==> src/rtl/lrac_div.sv <==
module lrac_div #(
  parameter int NUM_W = 32,
  parameter int DEN_W = 18
) (
  input  logic             clk_i,
  input  logic             rst_ni,
  input  logic             start_i,
  input  logic [NUM_W-1:0] num_i,
  input  logic [DEN_W-1:0] den_i,
  output logic             done_o,
  output logic [NUM_W-1:0] quo_o
);

  localparam int CntW = $clog2(NUM_W + 1);

  logic [DEN_W-1:0] rem_q, den_q;
  logic [NUM_W-1:0] quo_q;
  logic [DEN_W:0]   shifted, diff;
  logic             ge;
  logic [CntW-1:0]  cnt_q;
  logic             done_q;

  assign shifted = {rem_q, quo_q[NUM_W-1]};
  assign diff    = shifted - {1'b0, den_q};
  assign ge      = (shifted >= {1'b0, den_q});

  always_ff @(posedge clk_i or negedge rst_ni) begin
    if (!rst_ni) begin
      cnt_q  <= '0;
      done_q <= 1'b0;
    end else if (start_i) begin
      cnt_q  <= CntW'(NUM_W);
      done_q <= 1'b0;
    end else if (cnt_q != '0) begin
      cnt_q  <= cnt_q - CntW'(1);
      done_q <= (cnt_q == CntW'(1));
    end else begin
      done_q <= 1'b0;
    end
  end

  always_ff @(posedge clk_i) begin
    if (start_i) begin
      rem_q <= '0;
      den_q <= den_i;
      quo_q <= num_i;
    end else if (cnt_q != '0) begin
      rem_q <= ge ? diff[DEN_W-1:0] : shifted[DEN_W-1:0];
      quo_q <= {quo_q[NUM_W-2:0], ge};
    end
  end

  assign done_o = done_q;
  assign quo_o  = quo_q;

endmodule

==> config.mk <==
export PLATFORM = sky130hd
export DESIGN_NAME = lrac_div
export DESIGN_NICKNAME = d
export VERILOG_FILES = /design/src/rtl/lrac_div.sv
export SDC_FILE = /design/constraint.sdc
export NUM_CORES = 1
export LEC_CHECK = 0
export ABC_AREA = 1
export BUFFER_PORTS_ARGS = -buffer_cell sky130_fd_sc_hd__buf_4
export CORE_UTILIZATION = 33
export DETAILED_ROUTE_END_ITERATION = 10
export PLACE_DENSITY = 0.62
export SYNTH_ARGS = -nofsm -noshare
export SYNTH_HDL_FRONTEND = slang
export SYNTH_SLANG_ARGS = --single-unit
==> constraint.sdc <==
create_clock -name clk_i -period 2.2 [get_ports clk_i]
set_input_delay 0.11 -clock clk_i [delete_from_list [all_inputs] [get_ports clk_i]]
set_output_delay 0.11 -clock clk_i [all_outputs]
set_load 0.02 [all_outputs]
==> results.yml, run 1 <==
worst_setup_path:
  critPathArrivalTime_ns: 2.23
  end_kind: "flop"
  cp.required_ns: 2.43
  critPathLaunchType: "flop"
  crit_type: "flop to flop"
  timing.critical_path.cells: "inv_1 -> ha_1 -> inv_1 -> fa_2 -> inv_1 -> nor2_1 -> nor2_2 -> o21ai_2 -> nand2_1 -> nand3_1 -> nand2_1 -> nand2_1 -> nand3_1 -> nand2_1"
  rrSetupSlack_ns: 0.20
  crit_end: "rem_q[16]$_SDFFE_PP0P_"
  slowest_delay_ns: 0.39
  cpMostUsedCell: "nand2_1"
  r2r_start: "quo_o[31]$_DFFE_PP_"
  cp_max_fo: 3
  ff2ff_path_depth: 14
  r2r-end: "rem_q[16]$_SDFFE_PP0P_"
  crit_start: "quo_o[31]$_DFFE_PP_"
  crit_slowest_cell: "edfxtp_1"
run_status:
  outcome: "complete, no violations"
logic_synthesis:
  yosysWarnings: 0
  synth_nets: 611
  synth_flop_cell: "edfxtp_1"
  synth_most_common_cell: "nand2_1"
  syn_area_per_cell_sq_um: 7.94
  synth_cell_types: 35
  synth_largest_area_cell: "edfxtp_1"
  synthTopCellsByCount: "nand2_1, inv_1, edfxtp_1"
  synth_seq_area_share: 0.478
  synth-async-reset-ratio: 0.0933
  synth.area.top_cells: "edfxtp_1, nand2_1, dfxtp_1"
  netlist_instances: 537
  synth_area_sq_um: 4260
  synth_top_area_share: 0.352
  synth-edff-count: 50
  synth_seq_cells: 75
final_layout:
  n_antenna_cell: 0
  n_fill_cell: 1286
  drive_gt1_frac: 0.194
  nNetsFinal: 719
  area.growth.synth_to_final_pct: 31.4
detailed_routing:
  viasPerCell: 4.58
  dr.pass1.iters: 5
  drcViolationCount: 0
  ant_nets: 0
  wl_per_cell_um: 12.5
  wl_um: 10300
  drtIter0Drc: 159
  via_count: 3761
timing:
  hold_viol: 0
  slew_violations: 0
  setup_viol: 0
  fin_hold_ws_ns: 0.0354
  finClkSkew_ns: 0.00719
  slew_headroom: 0.612
  fin_crit_ns: 2.00
  rsz0062_at_grt: "no"
  tightest_slew_ns: 0.581
  setup_tns_ns: 0
  fin_crit_sh: 0.910
  timing.fmax_mhz: 499
power:
  switching_share: 0.411
  power.switching_uw: 2760
  powerDensity_nw_per_um2: 1200
  internal-power_uw: 3970
  clkPwrFrac: 0.197
  comb_power_share: 0.486
  leakagePower_uw: 0.00280
  irDropWorstVdd_mv: 0.425
  pwr-share-seq: 0.317
clock_network:
  root_buffer: "clkbuf_16"
  cts_made_buffers: 9
  clk_pin_slew_ns: 0.06
  post_cts.repair.setup_buffers: 0
  cts_tree: "built"
  htree_levels: 3
  cts.sinks: 75
  ctsLongestPathBuffers: 2
  worstSkewPairLatency_ns: 0.34
min_path:
  hold_depth: 3
  hp-class: "input pin to flop"
die:
  fp.dieH_um: 116
  die_x_um: 116
  core_sq_um: 12600
  rows: 41
  start_util: 0.338
  die_area_sq_um: 13400
  ios: 86
global_routing:
  grt_pass1_wl_um: 17800
  antenna_found_initial: 0
  overflow: 0
  first_global_vias: 3849
  grt_usage: 0.172
  grt_max_degree: 51
run:
  maxCapViolCount: 0
placement:
  hpwl_um: 7350
  place_congestion: 0.879
  portBuffers: 85
timing repair:
| action | CTS | global route |
|---|---|---|
| endpoints found under the hold margin | 25 | 0 |
| resized for setup | 0 | 10 |
| setup endpoints to repair | 0 | 16 |
| hold buffers | 19 | 0 |
power by group through the flow:
stage / combinational, uW / sequential (uW) / clock (uW)
6_report: 3270 / 2130 / 1330
3_5_place_dp: 3140 / 2140 / 0
5_1_grt: 3750 / 2170 / 1430
4_1_cts: 3180 / 2130 / 1370
2_1_floorplan: 2200 / 2250 / 0
3_3_place_gp: 3090 / 2130 / 0
layout make-up:
cell class | count | area [sq um] | share of cell area
clock buffer | 11 | 233 | 0.0416
clock inverter | 5 | 31.3 | 0.00559
inverter | 69 | 259 | 0.0462
timing repair buffer | 112 | 901 | 0.161
tap | 172 | 215 | 0.0384
sequential | 75 | 2040 | 0.364
multi-input combinational | 378 | 1920 | 0.344
sequential cells by signal, indices dropped and copies added (netlist names):
name	count
done_o	1
rem_q	18
cnt_q	6
quo_o	32
den_q	18
placed cells by master (no fill, tap or decap), types with 2 or more instances in the layout:
cell type and instances:
clkbuf_16 9, dfxtp_1 18, edfxtp_1 50, a21oi_1 12, o21ai_0 11, clkbuf_1 2, ha_1 20, nand3b_1 13
buf_4 92, xnor2_1 7, nand2_8 2, dlygate4sd3_1 19, nor3_1 2, dfrtp_1 7, nand3_1 43, inv_1 66
nand2_2 5, inv_2 3, nand2_1 217, a31oi_1 2, xor2_1 2, nor2_1 26, clkinvlp_4 3
logic make-up after synthesis:
| kind of cell | count (synthesis) | share of synthesized area |
|---|---|---|
| AO/OA/AOI/OAI | 32 | 0.0411 |
| XOR/XNOR | 9 | 0.0185 |
| adder cells (fa/ha/maj) | 21 | 0.0634 |
| buffers and inverters | 84 | 0.0822 |
| flip-flops | 75 | 0.478 |
| AND/OR/NAND/NOR | 316 | 0.317 |
layer usage:
layer  GRT usage  wire length (um)  part of all wire  up-vias
li1            -                 -                 -     1925
met1       0.210              4690              0.46     1721
met2       0.278              4730              0.46      109
met3      0.0617               772             0.075        6
met4      0.0650                83            0.0081        0
met5           0                 0                 0        -
how the worst min path moves through the flow:
stage,endpoint,startpoint
5_1_grt,quo_o[19]$_DFFE_PP_,num_i[19]
3_3_place_gp,cnt_q[1]$_DFFE_PN0P_,rst_ni
6_report,quo_o[28]$_DFFE_PP_,num_i[28]
2_1_floorplan,cnt_q[0]$_DFFE_PN0P_,rst_ni
4_1_cts,quo_o[30]$_DFFE_PP_,num_i[30]
3_5_place_dp,cnt_q[0]$_DFFE_PN0P_,rst_ni
critical path, delay by kind of cell (launching register included):
| kind | cells | cell delay, ns |
|---|---|---|
| AOI/OAI and AO/OA | 1 | 0.12 |
| buffers and inverters | 3 | 0.22 |
| adders and majority gates | 2 | 0.49 |
| DFF | 1 | 0.39 |
| and+or+nand+nor | 8 | 0.68 |
metrics by stage:
step	cell area, sq um	setup slack [ns]	util	std cells	total power, uW
final	5600	0.197	0.444	822	6730
after global routing	5600	0.00216	0.444	822	7340
after CTS	5550	0.0145	0.440	822	6670
after detailed placement	5100	0.0369	0.404	787	5270
after global placement	5100	0.121	0.404	787	5220
after floorplan	4260	0.152	-	537	4450
(Power assumes the default switching activity.)
==> run 2, diff against run 1 <==
Settings changed: CORE_UTILIZATION 33 to 35, MAX_ROUTING_LAYER set to met4, PLACE_DENSITY 0.62 to 0.63.
Clock period 2.2 ns to 2.1 ns, I/O delays scaled along.
==> run 2 against run 1 <==
  * The flow now finishes with violations (design-rule violations)
  * Routed wire length increased by 3.7%
  * Flip-flop and latch count unchanged
  * Sequential power increased by 5%
  * Critical path type unchanged
  * Critical endpoint is now rem_q[10]$_SDFFE_PP0P_
  * Highest routed layer unchanged
==> results.yml, run 2 (synthesis gave the netlist of run 1 again) <==
min_path:
  hold_depth: 3
  holdPathEnd: "quo_o[18]$_DFFE_PP_"
  hp-class: "input pin to flop"
  hold_start: "num_i[18]"
timing:
  setup_tns_ns: 0
  fin_crit_sh: 0.935
  setup_viol: 0
  layout_setup_ws_ns: 0.137
  slew_headroom: 0.610
  hold_viol: 0
  finClkSkew_ns: 0.00731
  timing.fmax_mhz: 509
  fin_crit_ns: 1.96
  slew_violations: 0
  tightest_slew_ns: 0.585
  rsz0062_at_grt: "yes"
  fin_hold_ws_ns: 0.0297
worst_setup_path:
  slowest_delay_ns: 0.40
  r2r_start: "quo_o[31]$_DFFE_PP_"
  critPathArrivalTime_ns: 2.20
  cp.required_ns: 2.34
  critPathLaunchType: "flop"
  rrSetupSlack_ns: 0.14
  r2r-end: "rem_q[10]$_SDFFE_PP0P_"
  crit_start: "quo_o[31]$_DFFE_PP_"
  ff2ff_path_depth: 14
  cp_max_fo: 3
  cpMostUsedCell: "nand2_1"
  crit_slowest_cell: "edfxtp_1"
  crit_type: "flop to flop"
  timing.critical_path.cells: "inv_2 -> ha_4 -> inv_4 -> fa_2 -> inv_2 -> nor2_2 -> nor2_2 -> o21bai_2 -> nand2_1 -> nand3b_1 -> nand2_1 -> nand2_1 -> nand3_1 -> nand2_1"
  end_kind: "flop"
power:
  clkPwrFrac: 0.201
  power_uw: 7190
  comb_power_share: 0.489
  leakagePower_uw: 0.00284
  switching_share: 0.411
  powerDensity_nw_per_um2: 1270
  irDropWorstVdd_mv: 0.585
  pwr-share-seq: 0.310
  power.switching_uw: 2960
  internal-power_uw: 4240
die:
  die_x_um: 112
  core_sq_um: 11700
  ios: 86
  start_util: 0.365
  fp.dieH_um: 112
  rows: 39
  die_area_sq_um: 12600
clock_network:
  cts.sinks: 75
  cts_tree: "built"
  ctsLongestPathBuffers: 2
  htree_levels: 3
  clk_pin_slew_ns: 0.06
  cts_made_buffers: 9
  worstSkewPairLatency_ns: 0.34
  root_buffer: "clkbuf_16"
global_routing:
  antenna_found_initial: 0
  first_global_vias: 3773
  overflow: 0
  grt_usage: 0.183
  grt_max_degree: 51
  grt_pass1_wl_um: 17600
final_layout:
  area.growth.synth_to_final_pct: 32.9
  final_cell_mix: "nand2_1, buf_4, inv_1"
  fin_area_sq_um: 5660
  largest_reg_flops: 32
  multiInputGateArea_sq_um: 1940
  regArea_sq_um: 2040
  nNetsFinal: 725
  n_antenna_cell: 0
  n_fill_cell: 1146
  final_common_cell: "nand2_1"
  drive_gt1_frac: 0.221
detailed_routing:
  drcViolationCount: 3
  dr.pass1.iters: 8
  ant_nets: 0
  viasPerCell: 4.78
  drtIter0Drc: 166
  wl_um: 10700
  wl_per_cell_um: 13.3
  via_count: 3821
run:
  maxCapViolCount: 0
placement:
  portBuffers: 85
  hpwl_um: 7520
  place_ws_ns: -0.0119
  placedInstanceArea_sq_um: 5110
  place_congestion: 0.896
run_status:
  outcome: "finished with violations"
  violations: "design-rule violations"
-- run 2: routing by layer --
layer	share of wire	global-route usage	up-vias	wire length, um
li1	-	-	1939	-
met1	0.47	0.225	1763	4990
met2	0.46	0.291	107	4930
met3	0.054	0.0486	12	570
met4	0.015	0.0658	0	158
met5	0	-	-	0
-- run 2: power groups by stage --
stage               registers (uW)  clock network, uW  logic [uW]
floorplan                     2360                  0        2300
global placement              2240                  0        3280
detailed placement            2240                  0        3340
CTS                           2230               1490        3380
global route                  2280               1550        3960
finish                        2230               1440        3520
-- run 2: timing repair --
action	4_1_cts	5_1_grt
setup buffers	0	1
pin swaps	0	10
endpoints found under the hold margin	25	0
hold buffers	19	0
endpoints found under the setup margin	2	19
cloned	0	1
resized for setup	1	19
-- run 2: final cells by class --
cell class | count | share of cell area
clock inverter | 6 | 0.00729
timing repair buffer | 117 | 0.170
tap | 143 | 0.0316
inverter | 69 | 0.0462
clock buffer | 10 | 0.0422
sequential | 75 | 0.360
multi-input combinational | 379 | 0.343
-- run 2: metrics by stage --
| step | std cells | util |
|---|---|---|
| 3_5_place_dp | 762 | 0.439 |
| 2_1_floorplan | 537 | - |
| 6_report | 799 | 0.486 |
| 5_1_grt | 799 | 0.486 |
| 3_3_place_gp | 762 | 0.439 |
| 4_1_cts | 797 | 0.479 |
-- run 2: worst max-delay path by stage --
stage	endpoint	slack, ns
CTS	rem_q[14]$_SDFFE_PP0P_	0.01
global route	rem_q[16]$_SDFFE_PP0P_	-0.03
global placement	rem_q[12]$_SDFFE_PP0P_	0.06
finish	rem_q[10]$_SDFFE_PP0P_	0.14
floorplan	rem_q[12]$_SDFFE_PP0P_	0.05
detailed placement	rem_q[12]$_SDFFE_PP0P_	-0.01
-- run 2: worst max-delay path, delay by kind of cell (launching register included) --
kind	cells	cell delay (ns)
AOI/OAI and AO/OA	1	0.13
adders and majority gates	2	0.50
buffers and inverters	3	0.18
DFF	1	0.40
and+or+nand+nor	8	0.62
