[src/rtl/lrac_pkg.sv]
package lrac_pkg;

  localparam int CordicSteps = 24;
  localparam int XyW         = 24;
  localparam int DistW       = 24;
  localparam int SumW        = 48;
  localparam int RootW       = 24;
  localparam int RingW       = 18;

  localparam logic [1:0] ReqRing   = 2'd0;
  localparam logic [1:0] ReqEdge   = 2'd1;
  localparam logic [1:0] ReqTrack  = 2'd2;
  localparam logic [1:0] ReqShower = 2'd3;

  localparam logic CfgFirstDist = 1'b0;
  localparam logic CfgPitch     = 1'b1;

  typedef logic signed [XyW-1:0] coord_t;

  // arctangent of 2^-i in units of 2^-32 turn
  function automatic logic [29:0] atan_turn(input logic [4:0] idx);
    logic [29:0] v;
    case (idx)
      5'd0:  v = 30'd536870912;
      5'd1:  v = 30'd316933406;
      5'd2:  v = 30'd167458907;
      5'd3:  v = 30'd85004756;
      5'd4:  v = 30'd42667331;
      5'd5:  v = 30'd21354465;
      5'd6:  v = 30'd10679838;
      5'd7:  v = 30'd5340245;
      5'd8:  v = 30'd2670163;
      5'd9:  v = 30'd1335087;
      5'd10: v = 30'd667544;
      5'd11: v = 30'd333772;
      5'd12: v = 30'd166886;
      5'd13: v = 30'd83443;
      5'd14: v = 30'd41722;
      5'd15: v = 30'd20861;
      5'd16: v = 30'd10430;
      5'd17: v = 30'd5215;
      5'd18: v = 30'd2608;
      5'd19: v = 30'd1304;
      5'd20: v = 30'd652;
      5'd21: v = 30'd326;
      5'd22: v = 30'd163;
      5'd23: v = 30'd81;
      default: v = 30'd0;
    endcase
    return v;
  endfunction

endpackage

[src/rtl/lrac_isqrt.sv]
module lrac_isqrt (
  input  logic                          clk_i,
  input  logic                          rst_ni,
  input  logic                          start_i,
  input  logic [lrac_pkg::SumW-1:0]     val_i,
  output logic                          done_o,
  output logic [lrac_pkg::RootW-1:0]    root_o
);

  localparam int W = lrac_pkg::SumW;

  logic [W-1:0] v_q, res_q, bit_q;
  logic [W:0]   trial;
  logic         busy_q, done_q;

  assign trial = {1'b0, res_q} + {1'b0, bit_q};

  always_ff @(posedge clk_i or negedge rst_ni) begin
    if (!rst_ni) begin
      busy_q <= 1'b0;
      done_q <= 1'b0;
    end else if (start_i) begin
      busy_q <= 1'b1;
      done_q <= 1'b0;
    end else if (busy_q && bit_q == W'(1)) begin
      busy_q <= 1'b0;
      done_q <= 1'b1;
    end else begin
      done_q <= 1'b0;
    end
  end

  always_ff @(posedge clk_i) begin
    if (start_i) begin
      v_q   <= val_i;
      res_q <= '0;
      bit_q <= W'(1) << (W - 2);
    end else if (busy_q) begin
      if ({1'b0, v_q} >= trial) begin
        v_q   <= v_q - trial[W-1:0];
        res_q <= (res_q >> 1) + bit_q;
      end else begin
        res_q <= res_q >> 1;
      end
      bit_q <= bit_q >> 2;
    end
  end

  assign done_o = done_q;
  assign root_o = res_q[lrac_pkg::RootW-1:0];

endmodule

[config.mk]
export PLATFORM = sky130hd
export DESIGN_NAME = lrac_isqrt
export DESIGN_NICKNAME = d
export VERILOG_FILES = /design/src/rtl/lrac_pkg.sv /design/src/rtl/lrac_isqrt.sv
export SDC_FILE = /design/constraint.sdc
export NUM_CORES = 1
export LEC_CHECK = 0
export ABC_AREA = 1
export BUFFER_PORTS_ARGS = -buffer_cell sky130_fd_sc_hd__buf_4
export CAP_MARGIN = 20
export CORE_MARGIN = 2
export CORE_UTILIZATION = 25
export DETAILED_ROUTE_END_ITERATION = 16
export REMOVE_ABC_BUFFERS = 1
export SYNTH_ARGS = -nofsm -noshare
export SYNTH_HDL_FRONTEND = slang
export SYNTH_SLANG_ARGS = --single-unit
[constraint.sdc]
create_clock -name clk_i -period 4.95 [get_ports clk_i]
set_input_delay 0 -clock clk_i [delete_from_list [all_inputs] [get_ports clk_i]]
set_output_delay 0 -clock clk_i [all_outputs]
set_load 0.03 [all_outputs]
==> results.toml, run 1 <==
[global_route]
grt_use_total_pct = 17.72
grt_max_degree = 73
grt_pass1_wl_um = 78380
number_of_global_route_vias_before_repair = 13920
grt_overflow_total = 0
antenna_found_initial = 0

[final_layout]
layout_area_overhead_pct = 19.12
final.fill_count = 5938
antenna_cells = 0
fin_util_pct = 30.29
share_of_final_layout_standard_cells_stronger_than_drive_strength_1_pct = 8.799
num-nets-final = 2444

[clocking]
clkLatencyLatePin_ps = 460
cts-htree-levels = 4
clockBufferDepth = 2
clock_net_sink_count = 122
cts_root_buf = "clkbuf_16"
clk_pin_slew_worst_paths_ps = 60
cts_tree = "done"
numCtsBuffers = 17

[drt]
finalWirelength_um = 50410
drt_iter0_drc = 1388
drc = 0
drt-pass1-iter-count = 7
drt-wirelength-per-cell_um = 16.83
routed-via-count = 14780
avgViaCountPerCell = 4.934
final_antenna_net_count = 0

[floorplanning]
fp.dieH_um = 235.9
starting_density_of_the_core_pct = 25.43
row_count = 84
design.die.area_um2 = 55640
io_pins = 76
dieWidth_um = 235.9
placeableCoreArea_um2 = 52870

[placement]
numPortBuffers = 75
detailed_place_hpwl_um = 39350
gp_routability_congestion = 0.9785
preCtsSetupSlack_ps = 316.4

[sta]
post-route-period-util_pct = 94.88
final_hold_viol_count = 0
worst_pin_slew_ps = 830.3
number_of_setup_violations_in_the_final_report = 0
fin_worst_skew_ps = 14.00
max_clock_freq_mhz = 212.9
timing_max_transition_violations_final = 0
relSlewSlack_pct = 44.65
fin_ws_ps = 253.6
fin_tns_setup_ps = 0
final_period_minus_worst_setup_slack_ps = 4696

[worst_setup_path]
worst-endpoint-required_ps = 5100
slowest_delay_ps = 390
path_common_cell = "nand2_1"
critical_path_class = "flip-flop to flip-flop"
arrival_ps = 4840
critPathSlowestCell = "ha_1"
startpoint_type = "flip-flop"
cp-end-kind = "flip-flop"
path_delay_family = "simple AND/OR/NAND/NOR gates"
cp.buffers_inverters = 4
critical_path_peak_fanout = 14

[synth]
synthesis.area_um2 = 13440
synth.ff_latch_count = 122
dominant_combinational_cell_family_by_area_after_synthesis = "simple AND/OR/NAND/NOR gates"
synth.yosys.seq_area_share_pct = 21.82
post_synth_mux_area_share_pct = 0
synth_compound_area_share_pct = 16.92
synth-simple-area-share_pct = 34.44
synth_adder_area_share_pct = 9.271
syn_area_per_cell_um2 = 6.146
postSynthCellCount = 2187
yosysWarningCount = 0
yosys.cell_types.count = 56
synthXorXnorAreaFrac_pct = 5.734

[worst_hold_path]
hold_path_class = "input port to flip-flop"

[power]
total_power_mw = 8.737
power-per-cell-area_nw_per_um2 = 545.7
cellLeakagePower_nw = 6.889
irDropWorstVdd_mv = 0.3131

[run]
max_cap_viol_count = 0

[status]
run_status = "finished clean"
==> cell usage in the layout (no fill, tap or decap), drive strengths merged, types with 60 or more instances in the layout <==
cell | netlist | final
dfxtp | 72 | 72
nand2 | 556 | 556
buf | 47 | 117
inv | 303 | 306
a21oi | 176 | 176
ha | 98 | 98
nand3 | 155 | 155
o21ai | 153 | 153
nand4 | 60 | 60
nor2 | 240 | 240
==> metrics by stage <==
stage          cells  instance area (µm²)  hold slack [ps]
3_5_place_dp    2909                14740           -216.0
3_3_place_gp    2909                14740           -216.1
5_1_grt         2995                16010            65.16
6_report        2995                16010            36.48
4_1_cts         2991                15880            32.45
2_1_floorplan   2106                12990           -295.6
==> routing by layer <==
layer | up-vias | wire, µm | track usage, %
li1 | 7444 | - | -
met1 | 6794 | 23900 | 24.79
met2 | 468 | 22660 | 28.60
met3 | 72 | 2736 | 2.106
met4 | 0 | 1106 | 4.922
met5 | - | 0 | 0
==> logic make-up (layout without fill, tap and decap cells) <==
group | Yosys count | count (layout)
simple gates | 1081 | 1081
xor+xnor | 88 | 88
compound gates | 413 | 413
flops | 122 | 122
fa+ha+maj | 99 | 99
buf+inv | 384 | 504
==> sequential cells by signal (all words and copies together), names as in the netlist <==
signal,count
v_q,48
bit_q,24
res_q,48
done_o,1
busy_q,1
==> repair_timing <==
action | CTS | global route
hold buffers | 50 | 0
resized for setup | 0 | 21
setup buffers | 0 | 2
hold endpoints to repair | 50 | 0
endpoints found under the setup margin | 0 | 98
==> power by group <==
part	leakage, nW	internal (mW)	total, mW	switching, mW
Sequential	1.11	1.48	1.72	0.243
Combinational	5.47	1.97	5.64	3.67
Clock	0.305	0.832	1.38	0.543
Total	6.89	4.28	8.74	4.46
==> final timing paths <==
| kind | from | endpoint | slack [ps] | cells past startpoint |
|---|---|---|---|---|
| max | bit_q[14] | v_q[38] | 250 | 25 |
| min | start_i | res_q[1] | 40 | 2 |
| max reg2reg | bit_q[14] | v_q[38] | 250 | 25 |
| min reg2reg | res_q[0] | res_q[0] | 510 | 2 |
| max in group asynchronous | rst_ni | busy_q | 4410 | 3 |
| min in group asynchronous | rst_ni | done_o | 400 | 3 |
==> synth_stat cells, drive strengths merged <==
| cell | number | area share, % |
|---|---|---|
| nand4 | 60 | 2.9 |
| o21a | 1 | 0.056 |
| a21o | 14 | 0.78 |
| nor4 | 18 | 0.84 |
| or4 | 1 | 0.056 |
| clkbuf | 34 | 0.95 |
| a221oi | 2 | 0.13 |
| fa | 1 | 0.15 |
| o21ai | 153 | 5.7 |
| a21boi | 3 | 0.17 |
| dfxtp | 72 | 11 |
| o211ai | 4 | 0.22 |
| dfrtp | 2 | 0.37 |
| nor3 | 27 | 1.0 |
| ha | 98 | 9.1 |
| and3 | 2 | 0.093 |
| a32o | 1 | 0.074 |
| a21oi | 176 | 6.6 |
| or2 | 17 | 0.79 |
| o221ai | 1 | 0.065 |
| a211oi | 4 | 0.22 |
| a22oi | 2 | 0.11 |
| o2bb2ai | 1 | 0.065 |
| o2111ai | 3 | 0.20 |
| o32ai | 1 | 0.065 |
| inv | 303 | 8.5 |
| xnor2 | 43 | 2.8 |
| nor2 | 240 | 6.9 |
| o22ai | 1 | 0.047 |
| xor2 | 45 | 2.9 |
| nand3 | 155 | 6.0 |
| a31oi | 17 | 0.79 |
| nand3b | 3 | 0.17 |
| edfxtp | 48 | 11 |
| and2 | 2 | 0.11 |
| o31ai | 8 | 0.45 |
| buf | 47 | 2.4 |
| o21bai | 21 | 1.2 |
| nand2 | 556 | 16 |
==> layout make-up <==
| type | instances | area [µm²] | share of cell area, % |
|---|---|---|---|
| inverters | 303 | 1137 | 7.103 |
| clock inverters | 10 | 127.6 | 0.7971 |
| clock buffers | 22 | 505.5 | 3.157 |
| multi-input cells | 1681 | 8981 | 56.09 |
| well taps | 688 | 860.8 | 5.376 |
| repair buffers | 169 | 1465 | 9.151 |
| flip-flops and latches | 122 | 2934 | 18.32 |
Note: power is estimated with default switching activity, not from simulation.
==> run 2: changes to the inputs <==
- CORE_UTILIZATION: 25 -> 57
- PLACE_DENSITY: unset -> 0.78
==> run 2 against run 1 <==
  * Utilization is 36 points higher
  * Global-route usage is 20 points higher
  * Highest routed layer unchanged
  * Register-to-register slack hardly changed
  * Fmax is 0.16% higher
  * Hold slack worse by 32 ps
  * Total power is 2.6% lower
  * Clock-buffer cell count is 1 higher
==> results.toml, run 2 (same netlist as run 1, synthesis figures left out) <==
[final_layout]
most-common-layout-cells = "554 x nand2_1, 294 x inv_1, 236 x nor2_1"
reg.largest.list = "res_q: 48 flops, v_q: 48 flops, bit_q: 24 flops"
share_of_final_layout_standard_cells_stronger_than_drive_strength_1_pct = 8.050
antenna_cells = 0
layout_area_overhead_pct = 14.81
num-nets-final = 2436
layout.cells.most_common = "nand2_1"
fin_util_pct = 66.14

[worst_setup_path]
setup.worst_path.start = "res_q[2]"
reg2reg_setup_slack_ps = 260
startpoint_type = "flip-flop"
regToRegStartpoint = "res_q[2]"
timing.rr.end = "v_q[42]"
critical_path_peak_fanout = 6
reg2reg_depth = 22
worst_setup_path_endpoint = "v_q[42]"
cp-end-kind = "flip-flop"
arrival_ps = 4870
worst-endpoint-required_ps = 5130
critical_path_class = "flip-flop to flip-flop"

[floorplanning]
design.die.area_um2 = 24830
io_pins = 76
row_count = 56
placeableCoreArea_um2 = 23330
starting_density_of_the_core_pct = 57.61
fp.dieH_um = 157.6
dieWidth_um = 157.6

[clocking]
cts_tree = "done"
clockBufferDepth = 2
numCtsBuffers = 17
clock_net_sink_count = 122
post-cts-setup-buffers = 0
cts_root_buf = "clkbuf_16"
clk_pin_slew_worst_paths_ps = 60
cts-htree-levels = 4
clkLatencyLatePin_ps = 440

[drt]
drc = 0
final_antenna_net_count = 0
drt-pass1-iter-count = 7
finalWirelength_um = 47340
routed-via-count = 15350
avgViaCountPerCell = 5.865
drt-wirelength-per-cell_um = 18.09
drt_iter0_drc = 1527

[run]
max_cap_viol_count = 0

[global_route]
antenna_found_initial = 0
grt_use_total_pct = 37.83
grt_overflow_total = 0
grt_max_degree = 102
number_of_global_route_vias_before_repair = 14260
grt_pass1_wl_um = 73310

[sta]
timing_max_transition_violations_final = 0
post_route_hold_slack_ps = 4.283
fin_worst_skew_ps = 18.81
max_clock_freq_mhz = 213.3
number_of_setup_violations_in_the_final_report = 0
worst_pin_slew_ps = 1116
rsz0062_at_grt = "false"
final_hold_viol_count = 0
post-route-period-util_pct = 94.73
final_period_minus_worst_setup_slack_ps = 4689
relSlewSlack_pct = 25.62
fin_tns_setup_ps = 0

[placement]
detailed_place_hpwl_um = 35570
numPortBuffers = 75
gp_routability_congestion = 1.006

[status]
run_status = "finished clean"

[power]
irDropWorstVdd_mv = 0.4786
power-per-cell-area_nw_per_um2 = 551.3
cellLeakagePower_nw = 6.797

[worst_hold_path]
hold_path_class = "input port to flip-flop"
-- run 2: cell count changes in the layout (fill, tap and decap cells not counted), sizes merged --
cell | previous run | this run
clkinvlp | 2 | 1
dlygate4sd3 | 50 | 58
bufinv | 2 | 0
buf | 117 | 102
clkinv | 3 | 6
inv | 306 | 304
-- run 2: layer usage --
metal  part of all wire (%)  global-route usage, %  vias to the layer above  wire, µm
met5                      0                      0                        -         0
met4                    4.4                  16.88                        0      2093
met3                    8.1                  5.534                      140      3833
met2                     46                  62.74                      777     21960
met1                     41                  48.78                     7010     19450
li1                       -                      -                     7423         -
-- run 2: worst min-delay path by stage --
stage	from	end	slack (ps)	cells after the start
after global routing	start_i	v_q[46]	20	3
after detailed placement	rst_ni	done_o	-220	1
after CTS	start_i	v_q[33]	0.8	3
after floorplan	rst_ni	busy_q	-300	0
final	start_i	v_q[33]	4	3
after global placement	rst_ni	done_o	-220	1
-- run 2: worst max-delay path, cell delays in order (launching register included) --
cell and delay, ps:
dfxtp_1 440, ha_1 310, nand3_1 100, nand2_1 140, a21oi_1 270, o21ai_2 140, a21oi_2 250, inv_1 60
a21oi_1 200, o21bai_1 100, xor2_1 160, ha_1 410, nand2_1 110, nor2_1 180, inv_1 90, nor2_1 340
a21oi_2 150, inv_1 110, nand2_1 60, nand3_1 80, xnor2_1 110, o21ai_0 70, dlygate4sd3_1 560
-- run 2: per-stage QoR --
step                power (mW)  setup slack (ps)  cells  area, µm²
global route             9.098             8.749   2617      15430
global placement         6.821             347.9   2527      14200
detailed placement       6.909             290.5   2527      14200
floorplan                5.415            -545.6   2106      12990
CTS                      8.255             168.2   2616      15360
finish                   8.508             261.0   2617      15430
-- run 2: where the power goes --
part / internal, mW / total (mW) / leakage (nW) / switching, mW
sequential: 1.48 / 1.74 / 1.11 / 0.260
clock: 0.753 / 1.28 / 0.292 / 0.527
combinational: 1.91 / 5.49 / 5.39 / 3.58
total: 4.14 / 8.51 / 6.80 / 4.37
-- run 2: cell type report --
type | instances | area [µm²]
multi-input combinational | 1681 | 8965
fill | 2209 | 7900
sequential | 122 | 2937
timing repair buffer | 161 | 1409
inverter | 303 | 1137
clock buffer | 23 | 530.5
tap | 319 | 399.1
clock inverter | 8 | 55.05
-- run 2: repair_timing --
item                                    CTS  global route
endpoints found under the setup margin    0            97
resized for setup                         0            15
hold buffers                             58             0
hold endpoints to repair                 50             0
