<file path="src/rtl/lrac_pkg.sv">
package lrac_pkg;

  localparam int CordicSteps = 24;
  localparam int XyW         = 24;
  localparam int DistW       = 24;
  localparam int SumW        = 48;
  localparam int RootW       = 24;
  localparam int RingW       = 18;

  localparam logic [1:0] ReqRing   = 2'd0;
  localparam logic [1:0] ReqEdge   = 2'd1;
  localparam logic [1:0] ReqTrack  = 2'd2;
  localparam logic [1:0] ReqShower = 2'd3;

  localparam logic CfgFirstDist = 1'b0;
  localparam logic CfgPitch     = 1'b1;

  typedef logic signed [XyW-1:0] coord_t;

  // arctangent of 2^-i in units of 2^-32 turn
  function automatic logic [29:0] atan_turn(input logic [4:0] idx);
    logic [29:0] v;
    case (idx)
      5'd0:  v = 30'd536870912;
      5'd1:  v = 30'd316933406;
      5'd2:  v = 30'd167458907;
      5'd3:  v = 30'd85004756;
      5'd4:  v = 30'd42667331;
      5'd5:  v = 30'd21354465;
      5'd6:  v = 30'd10679838;
      5'd7:  v = 30'd5340245;
      5'd8:  v = 30'd2670163;
      5'd9:  v = 30'd1335087;
      5'd10: v = 30'd667544;
      5'd11: v = 30'd333772;
      5'd12: v = 30'd166886;
      5'd13: v = 30'd83443;
      5'd14: v = 30'd41722;
      5'd15: v = 30'd20861;
      5'd16: v = 30'd10430;
      5'd17: v = 30'd5215;
      5'd18: v = 30'd2608;
      5'd19: v = 30'd1304;
      5'd20: v = 30'd652;
      5'd21: v = 30'd326;
      5'd22: v = 30'd163;
      5'd23: v = 30'd81;
      default: v = 30'd0;
    endcase
    return v;
  endfunction

endpackage

</file>
<file path="src/rtl/lrac_cordic.sv">
module lrac_cordic #(
  parameter int PHI_BINS = 1080,
  localparam int PbW = $clog2(PHI_BINS)
) (
  input  logic                clk_i,
  input  logic                rst_ni,
  input  logic                start_i,
  input  lrac_pkg::coord_t    x_i,
  input  lrac_pkg::coord_t    y_i,
  output logic                done_o,
  output logic [PbW-1:0]      bin_o
);

  localparam int CW = 27;
  localparam int ZW = 36;
  localparam int TW = 33;
  localparam int PW = TW + PbW + 1;

  logic signed [CW-1:0] xs, ys, cx_q, cy_q, dx, dy;
  logic signed [ZW-1:0] z_q, base_q, t;
  logic signed [ZW-1:0] ang;
  logic [4:0]           step_q;
  logic                 busy_q, fin_q, done_q;
  logic [PbW-1:0]       bin_q;
  logic [TW-1:0]        tc;
  logic [PW-1:0]        prod;
  logic [PbW:0]         braw;

  assign xs  = CW'(x_i);
  assign ys  = CW'(y_i);
  assign dx  = cy_q >>> step_q;
  assign dy  = cx_q >>> step_q;
  assign ang = $signed({{(ZW-30){1'b0}}, lrac_pkg::atan_turn(step_q)});
  assign t   = base_q + z_q;

  always_comb begin
    if (t < 0) begin
      tc = '0;
    end else if (t > $signed(ZW'(64'd1 << 32))) begin
      tc = TW'(64'd1 << 32);
    end else begin
      tc = t[TW-1:0];
    end
  end

  assign prod = PW'(tc) * PW'(PHI_BINS);
  assign braw = prod[32 +: PbW+1];

  always_ff @(posedge clk_i or negedge rst_ni) begin
    if (!rst_ni) begin
      busy_q <= 1'b0;
      fin_q  <= 1'b0;
      done_q <= 1'b0;
      step_q <= '0;
    end else if (start_i) begin
      busy_q <= (ys != 0);
      fin_q  <= (ys == 0);
      done_q <= 1'b0;
      step_q <= '0;
    end else if (busy_q) begin
      step_q <= step_q + 5'd1;
      if (step_q == 5'(lrac_pkg::CordicSteps - 1)) begin
        busy_q <= 1'b0;
        fin_q  <= 1'b1;
      end
    end else if (fin_q) begin
      fin_q  <= 1'b0;
      done_q <= 1'b1;
    end else begin
      done_q <= 1'b0;
    end
  end

  always_ff @(posedge clk_i) begin
    if (start_i) begin
      z_q <= '0;
      if (xs < 0) begin
        base_q <= (ys >= 0) ? $signed(ZW'(64'd1 << 32)) : '0;
        cx_q   <= -xs;
        cy_q   <= -ys;
      end else begin
        base_q <= $signed(ZW'(64'd1 << 31));
        cx_q   <= xs;
        cy_q   <= ys;
      end
    end else if (busy_q) begin
      if (cy_q > 0) begin
        cx_q <= cx_q + dx;
        cy_q <= cy_q - dy;
        z_q  <= z_q + ang;
      end else begin
        cx_q <= cx_q - dx;
        cy_q <= cy_q + dy;
        z_q  <= z_q - ang;
      end
    end else if (fin_q) begin
      bin_q <= (braw >= (PbW+1)'(PHI_BINS)) ? PbW'(PHI_BINS - 1) : braw[PbW-1:0];
    end
  end

  assign done_o = done_q;
  assign bin_o  = bin_q;

endmodule

</file>
<file path="config.mk">
export PLATFORM = sky130hd
export DESIGN_NAME = lrac_cordic
export DESIGN_NICKNAME = d
export VERILOG_FILES = /design/src/rtl/lrac_pkg.sv /design/src/rtl/lrac_cordic.sv
export SDC_FILE = /design/constraint.sdc
export NUM_CORES = 1
export LEC_CHECK = 0
export ABC_AREA = 1
export ABC_CLOCK_PERIOD_IN_PS = 6250
export CORE_MARGIN = 2
export CORE_UTILIZATION = 32
export CTS_CLUSTER_DIAMETER = 40
export DETAILED_ROUTE_END_ITERATION = 6
export DONT_BUFFER_PORTS = 1
export PLACE_DENSITY = 0.44
export SETUP_SLACK_MARGIN = 0.3
export SYNTH_ARGS = -nofsm -noshare
export SYNTH_HDL_FRONTEND = slang
export SYNTH_SLANG_ARGS = --single-unit
</file>
<file path="constraint.sdc">
create_clock -name clk_i -period 6.25 [get_ports clk_i]
set_input_delay 0.625 -clock clk_i [delete_from_list [all_inputs] [get_ports clk_i]]
set_output_delay 0.625 -clock clk_i [all_outputs]
set_load 0.005 [all_outputs]
</file>
==> results.py, run 1 <==
metrics = {
    "finish": {
        "final_nets": 3481,
        "mostFrequentLayoutCells": "712 x nand2_1, 464 x inv_1, 286 x nor2_1, 228 x a21oi_1, 224 x o21ai_0",
        "layout_commonest_cell": "nand2_1",
        "fillCellCount": 6770,
        "area_growth_pct": 12.75,
        "drive_above_1_share_pct": 10.82,
    },
    "floorplanning": {
        "rows": 91,
        "core-area_mm2": 0.06137,
        "io_pins": 63,
        "die_w_um": 252.5,
        "die_area_mm2": 0.06375,
        "initial_utilization_pct": 32.20,
        "die_h_um": 252.5,
    },
    "sta": {
        "whs_ps": 294.7,
        "post-route-period-util_pct": 90.75,
        "clock_skew_ps": 17.28,
        "relSlewSlack_pct": 28.91,
        "max_freq_mhz": 176.3,
        "slew_viol_final": 0,
        "setup_viol": 0,
        "finalHoldViolCount": 0,
        "rsz0062_at_grt": "false",
        "fin_crit_ps": 5672,
        "worst_slew_pin_slew_ps": 1062,
        "finalSetupTns_ps": 0,
    },
    "yosys": {
        "ys_seq_area_share_pct": 14.84,
        "yosysWarnings": 0,
        "yosys.cell_types.count": 64,
        "synth_edf_count": 67,
        "syn_avg_cell_area_um2": 6.283,
        "yosysTopAreaCellShare_pct": 13.96,
        "synth-async-reset-ratio_pct": 7.207,
        "postSynthCellCount": 3145,
        "synth_area_leader_cell": "nand2_1",
        "synth_seq_cells": 111,
        "syn_nets": 3461,
        "synth_ff_type": "edfxtp_1",
        "synthTopCellsByArea": "nand2_1 14%, ha_1 13%, edfxtp_1 10%",
        "syn_area_mm2": 0.01976,
    },
    "run": {
        "cap_violations": 0,
    },
    "worst_setup_path": {
        "arrival_ps": 5820,
        "cp-start-kind": "flip-flop",
        "max_stage_delay_ps": 540,
        "worstPathRequired_ps": 6400,
        "crit_top_cell": "inv_1",
        "cp_max_fo": 8,
        "crit_type": "reg2reg",
        "end_kind": "flip-flop",
        "slowest_stage": "fa_1",
    },
    "outcome": {
        "status": "complete, no violations",
    },
    "clocking": {
        "cts_inserted_buffers": 9,
        "cts.sinks": 111,
        "clk_latency_ps": 410,
        "ctsHtreeMaxLevel": 3,
        "cts_root_buf": "clkbuf_16",
        "clk_pin_slew_ps": 90,
        "clk_path_buf_depth": 2,
        "cts_tree": "yes",
    },
    "detailed_routing": {
        "vias_per_cell": 5.200,
        "dr.pass1.iters": 6,
        "avgRoutedWirePerCell_um": 18.04,
        "drt_iter0_markers": 1273,
        "num_vias": 20600,
        "drc": 0,
        "drt-total-wl_mm": 71.46,
        "ant_nets": 0,
    },
    "global_route": {
        "grt_usage_pct": 22.18,
        "gr-total-overflow": 0,
        "antenna_found_initial": 1,
        "grt_pass1_vias": 20200,
        "grt_pass1_wl_mm": 111.2,
        "grt_max_degree": 66,
    },
    "worst_hold_path": {
        "min_path_type": "in2reg",
    },
    "placed_design": {
        "hpwlAfterDp_mm": 58.14,
        "port_buffers": 0,
        "place.gp.congestion": 0.9421,
    },
}
## cell families (layout without fill, tap and decap cells)
kind of cell	count (synthesis)	count (layout)	synth area share, %
fa+ha+maj	265	265	19.10
other cells	0	1	0
buf+inv	582	606	11.93
compound gates	712	712	19.96
xor+xnor	92	92	4.268
flops	111	111	14.84
simple gates	1375	1376	29.49
mux	8	8	0.4053
## state kept, by name (all words and copies together) (netlist names)
signal,flops
cx_q,27
bin_o,11
z_q,36
fin_q,1
cy_q,27
busy_q,1
done_o,1
step_q,5
base_q,2
## critical path, delay by kind of cell (launching register included)
kind	cells	cell delay (ps)
fa+ha+maj	6	2150
buf+inv	9	970
compound gates	7	870
simple gates	6	590
flops	1	430
xor+xnor	2	380
## worst paths after layout
check / depth (start not counted) / slack [ps] / from / endpoint
min in group asynchronous: 1 / 660 / rst_ni / done_o
worst max register to register: 30 / 580 / base_q[31] / bin_o[9]
worst min register to register: 2 / 540 / z_q[17] / z_q[17]
worst min-delay path: 1 / 290 / start_i / z_q[17]
max in group asynchronous: 1 / 5170 / rst_ni / step_q[0]
worst max-delay path: 30 / 580 / base_q[31] / bin_o[9]
## layout make-up
| type | count | area [µm²] | share of cell area (%) |
|---|---|---|---|
| Multi-Input combinational cell | 2453 | 15360 | 68.96 |
| Sequential cell | 111 | 2937 | 13.18 |
| Inverter | 489 | 1848 | 8.295 |
| Tap cell | 790 | 988.4 | 4.437 |
| Timing Repair Buffer | 101 | 859.6 | 3.858 |
| Clock buffer | 10 | 239.0 | 1.073 |
| Clock inverter | 6 | 41.29 | 0.1853 |
| Antenna cell | 1 | 2.502 | 0.01123 |
## layer usage
layer	part of all wire, %	track usage, %	up-vias
met3	3.1	2.132	56
met4	2.1	5.495	0
met1	46	28.24	9711
li1	-	-	10470
met2	49	39.99	364
met5	0	0	-
## Yosys cell counts, types with 7 or more instances
cell / number
edfxtp_1: 67
a21o_1: 13
dfrtp_1: 8
ha_1: 204
xnor2_1: 34
nand3_1: 162
dfxtp_1: 36
nor2_2: 11
clkbuf_1: 41
buf_6: 15
inv_2: 11
o21ai_1: 60
nand3b_1: 7
mux2i_1: 8
nor2_1: 313
buf_2: 22
inv_1: 475
o21ai_2: 10
o21ai_0: 241
fa_1: 61
nand2_1: 735
o211ai_1: 16
o21bai_1: 10
nor3_1: 53
a31oi_1: 25
a21oi_1: 250
nor4_1: 21
buf_1: 7
xor2_1: 53
nand4_1: 30
buf_4: 8
or2_2: 7
o22ai_1: 38
## stage by stage
stage	util (%)	setup slack, ps	std cells	cell area, µm²
after global placement	33.96	-37.85	3918	20840
after global routing	36.30	224.8	3960	22280
after floorplan	-	507.8	3145	19760
after detailed placement	33.96	-32.88	3918	20840
final	36.30	577.9	3961	22280
after CTS	34.48	301.1	3936	21160
## timing repair
item / 4_1_cts / 5_1_grt
pin swaps: 2 / 42
resized for setup: 7 / 190
hold endpoints to repair: 8 / 0
setup buffers: 1 / 20
hold buffers: 1 / 0
setup endpoints to repair: 10 / 24
gates cloned: 0 / 4
Power of run 1 is left out: the tool's default activity adds up to more than one toggle a clock period on the data nets, which glitch-free logic cannot reach.
==> run 2: changes to the inputs <==
--- a/config.mk
+++ b/config.mk
@@ -5,7 +5,6 @@
 export SDC_FILE = /design/constraint.sdc
 export NUM_CORES = 1
 export LEC_CHECK = 0
-export ABC_AREA = 1
 export ABC_CLOCK_PERIOD_IN_PS = 6250
 export CORE_MARGIN = 2
 export CORE_UTILIZATION = 32
==> run 2 against run 1 <==
  * Global-route usage is 1.5 points lower
  * Final cell count is 22% lower
  * Utilization is 2.2 points higher
  * Via count is 16% lower
  * Count of clock-buffer cells in the layout is 1 lower
  * Design area is 0.18% lower
==> results.py, run 2 <==
metrics = {
    "outcome": {
        "status": "complete, no violations",
    },
    "finish": {
        "mostFrequentLayoutCells": "193 x buf_4, 178 x ha_1, 173 x inv_1, 160 x nor2_1, 155 x a21oi_1",
        "fillCellCount": 6011,
        "regArea_mm2": 0.002945,
        "area_growth_pct": 19.14,
        "top_register": "z_q",
        "n_antenna_cell": 0,
        "layout_commonest_cell": "buf_4",
        "final_nets": 2647,
        "drive_above_1_share_pct": 21.32,
        "stdcell_count": 3101,
        "largest_registers": "z_q x36, cx_q x27, cy_q x27",
        "final_util_pct": 38.55,
        "multi_input_comb_area_mm2": 0.01545,
        "largest_reg_flops": 36,
    },
    "floorplanning": {
        "core-area_mm2": 0.05770,
        "die_area_mm2": 0.06028,
        "io_pins": 63,
        "die_h_um": 245.5,
        "initial_utilization_pct": 32.35,
        "die_w_um": 245.5,
        "rows": 88,
    },
    "sta": {
        "finalSetupTns_ps": 0,
        "slew_viol_final": 0,
        "post-route-period-util_pct": 99.87,
        "fin_crit_ps": 6242,
        "worst_slew_pin_slew_ps": 1144,
        "relSlewSlack_pct": 23.47,
        "max_freq_mhz": 160.2,
        "finalHoldViolCount": 0,
        "setup_viol": 0,
        "clock_skew_ps": 21.70,
        "rsz0062_at_grt": "true",
    },
    "global_route": {
        "grt_usage_pct": 20.68,
        "grt_pass1_wl_mm": 97.52,
        "antenna_found_initial": 0,
        "gr-total-overflow": 0,
        "grt_max_degree": 133,
        "grt_pass1_vias": 17180,
    },
    "run": {
        "cap_violations": 0,
    },
    "clocking": {
        "cts_root_buf": "clkbuf_16",
        "clk_path_buf_depth": 2,
        "ctsHtreeMaxLevel": 3,
        "cts_inserted_buffers": 9,
        "cts_tree": "yes",
        "cts.sinks": 111,
        "clk_pin_slew_ps": 80,
        "clk_latency_ps": 420,
    },
    "detailed_routing": {
        "dr.pass1.iters": 7,
        "drt-total-wl_mm": 63.04,
        "num_vias": 17200,
        "ant_nets": 0,
        "avgRoutedWirePerCell_um": 20.33,
        "drt_iter0_markers": 1162,
        "vias_per_cell": 5.548,
        "drc": 0,
    },
    "yosys": {
        "synth_commonest_cells": "204 x ha_1, 181 x inv_1, 167 x a21oi_1, 165 x nor2_1, 146 x nand2_1",
        "synth-async-reset-ratio_pct": 7.207,
        "synth-simple-area-share_pct": 16.94,
        "yosysWarnings": 0,
        "synth_seq_cells": 111,
        "synthTopCellsByArea": "ha_1 14%, edfxtp_1 11%, fa_1 6.5%",
        "ys_seq_area_share_pct": 15.71,
        "synth_area_leader_cell": "ha_1",
        "synth_top_family_by_area": "compound AO/OA/AOI/OAI gates",
        "postSynthCellCount": 2200,
        "synth_compound_area_share_pct": 20.51,
        "synth-xor-area-share_pct": 8.728,
        "synth_ff_type": "edfxtp_1",
        "syn_avg_cell_area_um2": 8.484,
        "yosysTopAreaCellShare_pct": 13.67,
        "synth_edf_count": 67,
        "syn_nets": 2516,
        "yosys.cell_types.count": 97,
        "synth.mux.area_fraction_pct": 11.38,
        "synth_fa_ha_area_share_pct": 20.22,
        "yosysMostFrequentCell": "ha_1",
        "syn_area_mm2": 0.01867,
    },
    "placed_design": {
        "place.gp.congestion": 0.9398,
        "hpwlAfterDp_mm": 48.99,
        "port_buffers": 0,
        "dp_cells": 3045,
    },
    "worst_setup_path": {
        "end_kind": "flip-flop",
        "cp-start-kind": "flip-flop",
        "cp_max_fo": 9,
        "arrival_ps": 6400,
        "r2r_start": "base_q[31]",
        "r2r_cells": 26,
        "r2r_end": "bin_o[5]",
        "crit_type": "reg2reg",
        "reg2reg_slack_ps": 8,
        "worstPathRequired_ps": 6400,
    },
    "worst_hold_path": {
        "hold_path_end": "z_q[35]",
        "min-delay-start": "start_i",
        "min_path_type": "in2reg",
        "min_path_cells": 1,
    },
    "power_and_ir_drop": {
        "ir_drop_mv": 0.2676,
        "p_leak_nw": 9.650,
        "power.total_mw": 13.87,
        "pwr_density_cell_mw_per_mm2": 623.7,
    },
}
## run 2: cell count changes after synthesis, moves of 67 or more
cell     previous run  this run
nand3_1           162        40
nor2_1            313       165
inv_1             475       181
o21ai_0           241       133
a21oi_1           250       167
nand2_1           735       146
xnor2_1            34       101
## run 2: timing repair
| action | CTS | global route |
|---|---|---|
| endpoints found under the hold margin | 8 | 0 |
| buffers inserted | 14 | 22 |
| pin swaps | 46 | 51 |
| gates cloned | 2 | 1 |
| hold buffers | 1 | 0 |
| endpoints found under the setup margin | 17 | 32 |
| resized for setup | 74 | 109 |
## run 2: cells by family (layout without fill, tap and decap cells)
group | after synthesis | count (layout)
and+or+nand+nor | 628 | 628
AOI/OAI and AO/OA | 591 | 591
buffers and inverters | 284 | 420
adders and majority gates | 265 | 265
xor gates and xnor gates | 186 | 186
muxes | 135 | 135
DFF | 111 | 111
## run 2: per-stage QoR
stage | setup slack, ps | instance area (µm²) | hold WS [ps]
final | 8.177 | 22240 | 376.6
after global routing | -237.7 | 22240 | 368.5
after CTS | 12.42 | 21460 | 317.3
after detailed placement | -300.3 | 20630 | 330.2
after global placement | -143.5 | 20630 | 330.1
after floorplan | 309.4 | 18740 | 329.4
## run 2: area by class of cell
cell class / count / area share [%]
Multi-Input combinational cell: 1805 / 69.46
Sequential cell: 111 / 13.24
Timing Repair Buffer: 219 / 8.400
Tap cell: 765 / 4.304
Inverter: 185 / 3.123
Clock buffer: 9 / 1.013
Clock inverter: 7 / 0.4557
## run 2: critical path, stage by stage, from the launching register on
cell       delay [ps]
edfxtp_1          420
ha_4              190
fa_2              380
nand3_2           110
xnor2_2           120
nand2_2           100
nor2_4            220
buf_6             140
buf_16            110
and2_4            140
buf_4             130
buf_4             110
ha_2              260
fa_1              490
inv_1              60
fa_1              520
inv_1              60
ha_4              210
a21o_1            190
a221o_1           390
buf_6             140
a2111oi_4         300
a21o_1            210
nor3b_4           240
o21ai_2            90
a21boi_4          150
or4_1             500
## run 2: how the worst max path moves through the flow
| stage | start | endpoint | slack, ps | cells past startpoint |
|---|---|---|---|---|
| after floorplan | base_q[31] | bin_o[5] | 310 | 24 |
| after global placement | z_q[3] | bin_o[5] | -140 | 25 |
| after detailed placement | z_q[11] | bin_o[5] | -300 | 26 |
| after CTS | base_q[31] | bin_o[5] | 10 | 26 |
| after global routing | base_q[31] | bin_o[5] | -240 | 27 |
| final | base_q[31] | bin_o[5] | 8 | 26 |
## run 2: layer usage
| layer | vias up | global-route usage [%] | part of all wire, % |
|---|---|---|---|
| met1 | 8429 | 25.22 | 42 |
| li1 | 8336 | - | - |
| met3 | 99 | 1.921 | 2.8 |
| met5 | - | 0 | 0 |
| met2 | 339 | 36.89 | 51 |
| met4 | 0 | 9.002 | 4.0 |
## run 2: report_power, final
group	internal [mW]	switching [mW]	leakage (nW)	total, mW
logic	5.29	6.21	8.41	11.5
clock network	0.357	0.347	0.160	0.704
registers	1.26	0.410	1.08	1.67
Note: power is estimated with default switching activity, not from simulation.
